--- src/hw/rtl/stroke_ribbon_quad_generator_unit_assert.svh ---
// ----------------------------------------------------------------------------
// Stroke ribbon quad generator: assertion macros
// Clocked on clk_i, disabled while rst_ni is low.
// ----------------------------------------------------------------------------
`ifndef STROKE_RIBBON_QUAD_GENERATOR_UNIT_ASSERT_SVH
`define STROKE_RIBBON_QUAD_GENERATOR_UNIT_ASSERT_SVH

// same-cycle implication
`define SRQG_ASSERT_IMP(lbl, ante, cons, msg) \
  lbl: assert property (@(posedge clk_i) disable iff (!rst_ni) (ante) |-> (cons)) \
    else $error(msg);

// next-cycle implication
`define SRQG_ASSERT_NXT(lbl, ante, cons, msg) \
  lbl: assert property (@(posedge clk_i) disable iff (!rst_ni) (ante) |=> (cons)) \
    else $error(msg);

`endif

--- src/hw/rtl/srqg_pkg.sv ---
// ----------------------------------------------------------------------------
// srqg_pkg
// Types and constants shared by the stroke ribbon quad generator.
// ----------------------------------------------------------------------------
package srqg_pkg;

  localparam int unsigned FracBits  = 16;
  localparam int unsigned CoordBits = 32;
  localparam int unsigned WidthBits = 31;
  localparam int unsigned CfgBits   = 16;
  localparam int unsigned QuotBits  = FracBits + 1;

  localparam logic [1:0] CFG_MIN_SEG_LEN = 2'd0;
  localparam logic [1:0] CFG_MIN_WIDTH   = 2'd1;

  localparam logic [CfgBits-1:0] MIN_SEG_LEN_RST = 16'd7;
  localparam logic [CfgBits-1:0] MIN_WIDTH_RST   = 16'd66;

  localparam logic KIND_VERTEX   = 1'b0;
  localparam logic KIND_TRIANGLE = 1'b1;

  localparam logic [2:0] EMIT_A0 = 3'd0;
  localparam logic [2:0] EMIT_B0 = 3'd1;
  localparam logic [2:0] EMIT_B1 = 3'd2;
  localparam logic [2:0] EMIT_A1 = 3'd3;
  localparam logic [2:0] EMIT_T0 = 3'd4;
  localparam logic [2:0] EMIT_T1 = 3'd5;

  localparam logic [1:0] MUL_OXA = 2'd0;
  localparam logic [1:0] MUL_OYA = 2'd1;
  localparam logic [1:0] MUL_OXB = 2'd2;
  localparam logic [1:0] MUL_OYB = 2'd3;

  typedef enum logic [3:0] {
    ST_IDLE,
    ST_DIFF,
    ST_SHIFT,
    ST_SQX,
    ST_SQY,
    ST_SQRT,
    ST_CHECK,
    ST_DIV,
    ST_MUL,
    ST_EMIT
  } state_e;

  typedef struct packed {
    logic       load_in;
    logic       diff;
    logic       shift;
    logic       sqx;
    logic       sqy;
    logic       sqrt_step;
    logic       div_init;
    logic       div_step;
    logic       mul_en;
    logic [1:0] mul_sel;
    logic       emit_load;
    logic [2:0] emit_idx;
  } ctl_cmd_t;

  typedef struct packed {
    logic seg;
    logic skip;
    logic out_free;
  } dp_status_t;

endpackage

--- src/hw/rtl/srqg_ctrl.sv ---
// ----------------------------------------------------------------------------
// srqg_ctrl
// Sequencer: steps the datapath through diff, sqrt, divide, multiply, emit.
// ----------------------------------------------------------------------------
`include "stroke_ribbon_quad_generator_unit_assert.svh"

module srqg_ctrl (
  input  logic                  clk_i,
  input  logic                  rst_ni,
  input  logic                  in_valid_i,
  output logic                  in_ready_o,
  input  srqg_pkg::dp_status_t  status_i,
  output srqg_pkg::ctl_cmd_t    cmd_o
);
  import srqg_pkg::*;

  state_e     state_q, state_d;
  logic [4:0] cnt_q, cnt_d;

  always_ff @(posedge clk_i or negedge rst_ni) begin
    if (!rst_ni) begin
      state_q <= ST_IDLE;
      cnt_q   <= '0;
    end else begin
      state_q <= state_d;
      cnt_q   <= cnt_d;
    end
  end

  always_comb begin
    state_d    = state_q;
    cnt_d      = cnt_q;
    cmd_o      = '0;
    in_ready_o = 1'b0;
    case (state_q)
      ST_IDLE: begin
        in_ready_o = 1'b1;
        if (in_valid_i) begin
          cmd_o.load_in = 1'b1;
          if (status_i.seg) state_d = ST_DIFF;
        end
      end
      ST_DIFF: begin
        cmd_o.diff = 1'b1;
        state_d    = ST_SHIFT;
      end
      ST_SHIFT: begin
        cmd_o.shift = 1'b1;
        state_d     = ST_SQX;
      end
      ST_SQX: begin
        cmd_o.sqx = 1'b1;
        state_d   = ST_SQY;
      end
      ST_SQY: begin
        cmd_o.sqy = 1'b1;
        cnt_d     = '0;
        state_d   = ST_SQRT;
      end
      ST_SQRT: begin
        cmd_o.sqrt_step = 1'b1;
        if (cnt_q == 5'd31) begin
          state_d = ST_CHECK;
        end else begin
          cnt_d = cnt_q + 5'd1;
        end
      end
      ST_CHECK: begin
        cnt_d = '0;
        if (status_i.skip) begin
          state_d = ST_IDLE;
        end else begin
          cmd_o.div_init = 1'b1;
          state_d        = ST_DIV;
        end
      end
      ST_DIV: begin
        cmd_o.div_step = 1'b1;
        if (cnt_q == 5'(QuotBits - 1)) begin
          cnt_d   = '0;
          state_d = ST_MUL;
        end else begin
          cnt_d = cnt_q + 5'd1;
        end
      end
      ST_MUL: begin
        cmd_o.mul_en  = 1'b1;
        cmd_o.mul_sel = cnt_q[1:0];
        if (cnt_q[1:0] == MUL_OYB) begin
          cnt_d   = '0;
          state_d = ST_EMIT;
        end else begin
          cnt_d = cnt_q + 5'd1;
        end
      end
      ST_EMIT: begin
        cmd_o.emit_idx = cnt_q[2:0];
        if (status_i.out_free) begin
          cmd_o.emit_load = 1'b1;
          if (cnt_q[2:0] == EMIT_T1) begin
            cnt_d   = '0;
            state_d = ST_IDLE;
          end else begin
            cnt_d = cnt_q + 5'd1;
          end
        end
      end
      default: state_d = ST_IDLE;
    endcase
  end

  `SRQG_ASSERT_NXT(a_emit_done, cmd_o.emit_load && cmd_o.emit_idx == EMIT_T1, state_q == ST_IDLE, "segment did not end after last result")
  `SRQG_ASSERT_IMP(a_emit_idx, state_q == ST_EMIT, cnt_q <= 5'd5, "emit index out of range")
  `SRQG_ASSERT_IMP(a_emit_entry, state_q == ST_EMIT && $past(state_q) != ST_EMIT, $past(state_q) == ST_MUL, "emit entered without offsets")

endmodule

--- config.mk ---
export PLATFORM = sky130hd
export DESIGN_NAME = srqg_ctrl
export DESIGN_NICKNAME = d
export VERILOG_FILES = /design/src/hw/rtl/srqg_pkg.sv /design/src/hw/rtl/srqg_ctrl.sv
export VERILOG_INCLUDE_DIRS = /design/src /design/src/hw/rtl
export SDC_FILE = /design/constraint.sdc
export NUM_CORES = 1
export LEC_CHECK = 0
export ABC_CLOCK_PERIOD_IN_PS = 2700
export BUFFER_PORTS_ARGS = -buffer_cell sky130_fd_sc_hd__buf_2
export CAP_MARGIN = 5
export CORE_AREA = 2 2 45 47
export DETAILED_ROUTE_END_ITERATION = 12
export DIE_AREA = 0 0 47 49
export GPL_TIMING_DRIVEN = 0
export PLACE_DENSITY_LB_ADDON = 0.08
export SLEW_MARGIN = 20
export SYNTH_ARGS = -nofsm -noshare
export SYNTH_HDL_FRONTEND = slang
export SYNTH_SLANG_ARGS = --single-unit
--- constraint.sdc ---
create_clock -name clk_i -period 2.7 [get_ports clk_i]
set_clock_uncertainty 0.05 [all_clocks]
set_input_delay 0.405 -clock clk_i [delete_from_list [all_inputs] [get_ports clk_i]]
set_output_delay 0.405 -clock clk_i [all_outputs]
set_load 0.02 [all_outputs]
==> impl_summary.log <==
[metrics] run status: complete, no violations
[metrics] global-route wire length before repair: 3456 um
[metrics] number of levels the H-tree was split into: 1
[metrics] die width: 47 um
[metrics] die area: 2303 um2
[metrics] Yosys warning total: 0
[metrics] average via count per standard cell: 5.567
[metrics] Fin. Hold Viols: 0
[metrics] ratio of total power to cell area: about 1200 nW/um2
[metrics] worst relative slew slack: 60.41%
[metrics] Clock Tree Root: sky130_fd_sc_hd__clkbuf_4
[metrics] Total Routing Usage GR: 20.91%
[metrics] cell count after synthesis: 97
[metrics] worst-case register-to-register setup slack: 0.57 ns
[metrics] most used cells in the layout excluding fill and tap cells: 25 x sky130_fd_sc_hd__buf_2, 9 x sky130_fd_sc_hd__nor3_1, 9 x sky130_fd_sc_hd__dfrtp_1, 6 x sky130_fd_sc_hd__nand2_1, 6 x sky130_fd_sc_hd__inv_1
[metrics] critical path, cell by cell: ha_1 > and3_1 > ha_1 > o32ai_2 > a2111oi_4 > mux2_4
[metrics] total wirelength of the detailed-routed design: 2093 um
[metrics] number of maximum-capacitance constraint violations: 0
[metrics] vias in the first global route: 751
[metrics] number of buffers inserted during clock tree synthesis: 3
[metrics] number of nets in the layout: 135
[metrics] ratio of cells with drive above 1 in the final layout: 29.27%
[metrics] clock insertion delay at the later pin of the skew report: 0.28 ns
[metrics] starting DRC count in detailed routing: 19
[metrics] antenna-violating nets left: 0
[metrics] total instance count after detailed placement: approximately 150
[metrics] Crit Path Category: register to register
[metrics] leakage power: 0.4891 nW
[metrics] die outline height: ~49 um
[metrics] count of clock tree sinks: 9
[metrics] final period utilization: 79.03%
[metrics] post-detailed-route DRC marker count: 0
[metrics] post-synthesis sequential area ratio: 26.12%
[metrics] layout overhead on the synthesized area: 20.32%
[metrics] maximum operating frequency: approximately 470 MHz
[metrics] FF-to-FF path depth: 6
[metrics] Netlist cell types: 40
[metrics] worst min-delay path class: primary input to async pin
[metrics] required arrival time at the worst endpoint: 2.81 ns
[metrics] unrepaired setup endpoints after global routing: no
[metrics] most frequent standard cell in the layout excluding fill and tap cells: sky130_fd_sc_hd__buf_2
[metrics] final total negative setup slack: 0 ns
[metrics] buffers added on ports: 21
[metrics] dpl ws: 0.5644 ns
[metrics] Crit. Startpoint: cnt_q[0]$_DFFE_PN0P_
[metrics] DP Wirelength: 1581 um
[metrics] worst-case setup margin in the final layout: between 0.5 and 0.6 ns
[metrics] startpoint of the lowest-slack register-to-register path: cnt_q[0]$_DFFE_PN0P_
[metrics] number of diodes added for antenna fixing: 0
[metrics] post-DR wirelength/cell: ~14 um
[metrics] slowest cell on the critical path: sky130_fd_sc_hd__a2111oi_4
[metrics] biggest cell delay along the critical path: 0.49 ns
[metrics] Std-Cell Core Area: 1842 um2
[metrics] # rows: 16
[metrics] syn_area_per_cell: 8.887 um2
[metrics] count of boundary I/O pins: 22
[metrics] arrival time of the worst setup path: around 2.3 ns
[metrics] number of setup violations in the final report: 0
[metrics] number of enable flip-flop cells after synthesis: 0
[metrics] post-synth net total: approximately 110
[metrics] GRT overflow: 0
[metrics] DR vias: 835
[metrics] number of iterations in the first detailed-routing pass: 4
[metrics] summed instance area of the synthesized netlist: about 860 um2
[metrics] number of buffers on the longest clock path: 2
[metrics] tightest hold margin: 0.4636 ns
[metrics] reg-to-reg endpoint: state_q[0]$_DFFE_PN0P_
[metrics] Main synth FF type: sky130_fd_sc_hd__dfrtp_1
[metrics] worst IR drop on VDD: 0.0006619 V
[metrics] Post-CTS Setup Repair Bufs: 0
[metrics] pin count of the biggest net entering global routing: 11
[metrics] CP Launch Type: register
[metrics] number of pins with negative max-slew slack in the final report: 0
[metrics] clock transition time at the flip-flop clock pins of the worst setup and hold paths: 0.06 ns
[metrics] timing endpoint of the critical path: state_q[0]$_DFFE_PN0P_
[metrics] CTS tree: built
[metrics] number of antenna violations at the first check in global routing: 0
[metrics] post-layout minimum cycle time: 2.134 ns
[metrics] crit end category: register
[metrics] transition time of the tightest slew-check pin: 0.5774 ns
[metrics] initial standard-cell utilization of the core: 46.81%
[metrics] post-route insts no fill: 150
[metrics] crit-path max FO: 4
[metrics] post-synthesis sequential element count: 9
[metrics] global placement routability congestion: 0.8572
[metrics] proportion of synthesized flip-flops having asynchronous set or reset: 100.0%
[metrics] cell seen most often among critical-path stages: sky130_fd_sc_hd__ha_1
## routing by layer
layer	vias to the layer above	share of wire [%]	global-route usage, %
met5	-	0	0
met4	0	1.9	6.944
met3	7	6.8	3.333
met2	32	42	28.77
met1	384	50	32.71
li1	412	-	-
## sequential cells by signal, summed over array words and instances, names as in the netlist
| name | flops |
|---|---|
| state_q | 4 |
| cnt_q | 5 |
## per-stage QoR
step	area [um2]	utilization [%]	total power [mW]
finish	1037	56.32	1.241
global route	1037	56.32	1.345
CTS	1037	56.32	1.233
detailed placement	1001	54.35	1.122
global placement	1001	54.35	1.108
floorplan	862.1	-	0.9305
## critical path: cells and delay by family (launching register included)
kind / cells / cell delay, ns
DFF: 1 / 0.39
and+or+nand+nor: 1 / 0.18
muxes: 1 / 0.34
AOI/OAI and AO/OA: 2 / 0.59
adders and majority gates: 2 / 0.47
## timing repair
item,4_1_cts,5_1_grt
hold buffers,1,0
gates resized for setup,0,0
endpoints found under the hold margin,9,0
## kinds of logic (layout without fill, tap and decap cells)
kind of cell	after synthesis	after routing	share of synthesized area, %
buffers and inverters	11	37	6.241
flip-flops	9	9	26.13
AO/OA/AOI/OAI	24	24	24.82
adder cells (fa/ha/maj)	6	6	8.418
multiplexers	4	4	5.225
AND/OR/NAND/NOR	43	43	29.17
## layout make-up
class	count	area (um2)
Tap cell	27	33.78
Fill cell	173	804.5
Sequential cell	9	225.2
Multi-Input combinational cell	77	583.1
Timing Repair Buffer	22	115.1
Inverter	6	22.52
Buffer	5	31.28
Clock buffer	4	26.28
## power breakdown
group | switching [mW] | internal (mW) | total [mW] | leakage [nW]
Combinational | 0.491 | 0.358 | 0.849 | 0.365
Sequential | 0.0786 | 0.202 | 0.281 | 0.109
Clock | 0.0535 | 0.0574 | 0.111 | 0.0150
## cell usage after synthesis (all sizes together), types with 2 or more instances
cell type / number / area (um2)
nor3: 10 / 55.05
dfrtp: 9 / 225.2
inv: 6 / 22.52
nand2: 6 / 22.52
buf: 5 / 31.28
ha: 5 / 62.56
nor2: 5 / 18.77
and2: 4 / 25.02
o21ai: 4 / 23.77
a21oi: 3 / 15.01
mux2i: 3 / 30.03
nand2b: 3 / 18.77
nand3: 3 / 15.01
nor4: 3 / 18.77
o21bai: 3 / 22.52
a21boi: 2 / 26.28
a31o: 2 / 17.52
nor3b: 2 / 15.01
o2bb2ai: 2 / 17.52
## worst min-delay path by stage
| stage | end | startpoint | cells past startpoint | slack, ns |
|---|---|---|---|---|
| 6_report | state_q[2]$_DFFE_PN0P_ | rst_ni | 2 | 0.46 |
| 2_1_floorplan | cnt_q[0]$_DFFE_PN0P_ | rst_ni | 0 | 0.06 |
| 3_5_place_dp | state_q[3]$_DFFE_PN0P_ | rst_ni | 1 | 0.22 |
| 5_1_grt | cnt_q[4]$_DFFE_PN0P_ | rst_ni | 2 | 0.50 |
| 3_3_place_gp | state_q[3]$_DFFE_PN0P_ | rst_ni | 1 | 0.22 |
| 4_1_cts | state_q[2]$_DFFE_PN0P_ | rst_ni | 2 | 0.47 |
Note: power is estimated with default switching activity, not from simulation.
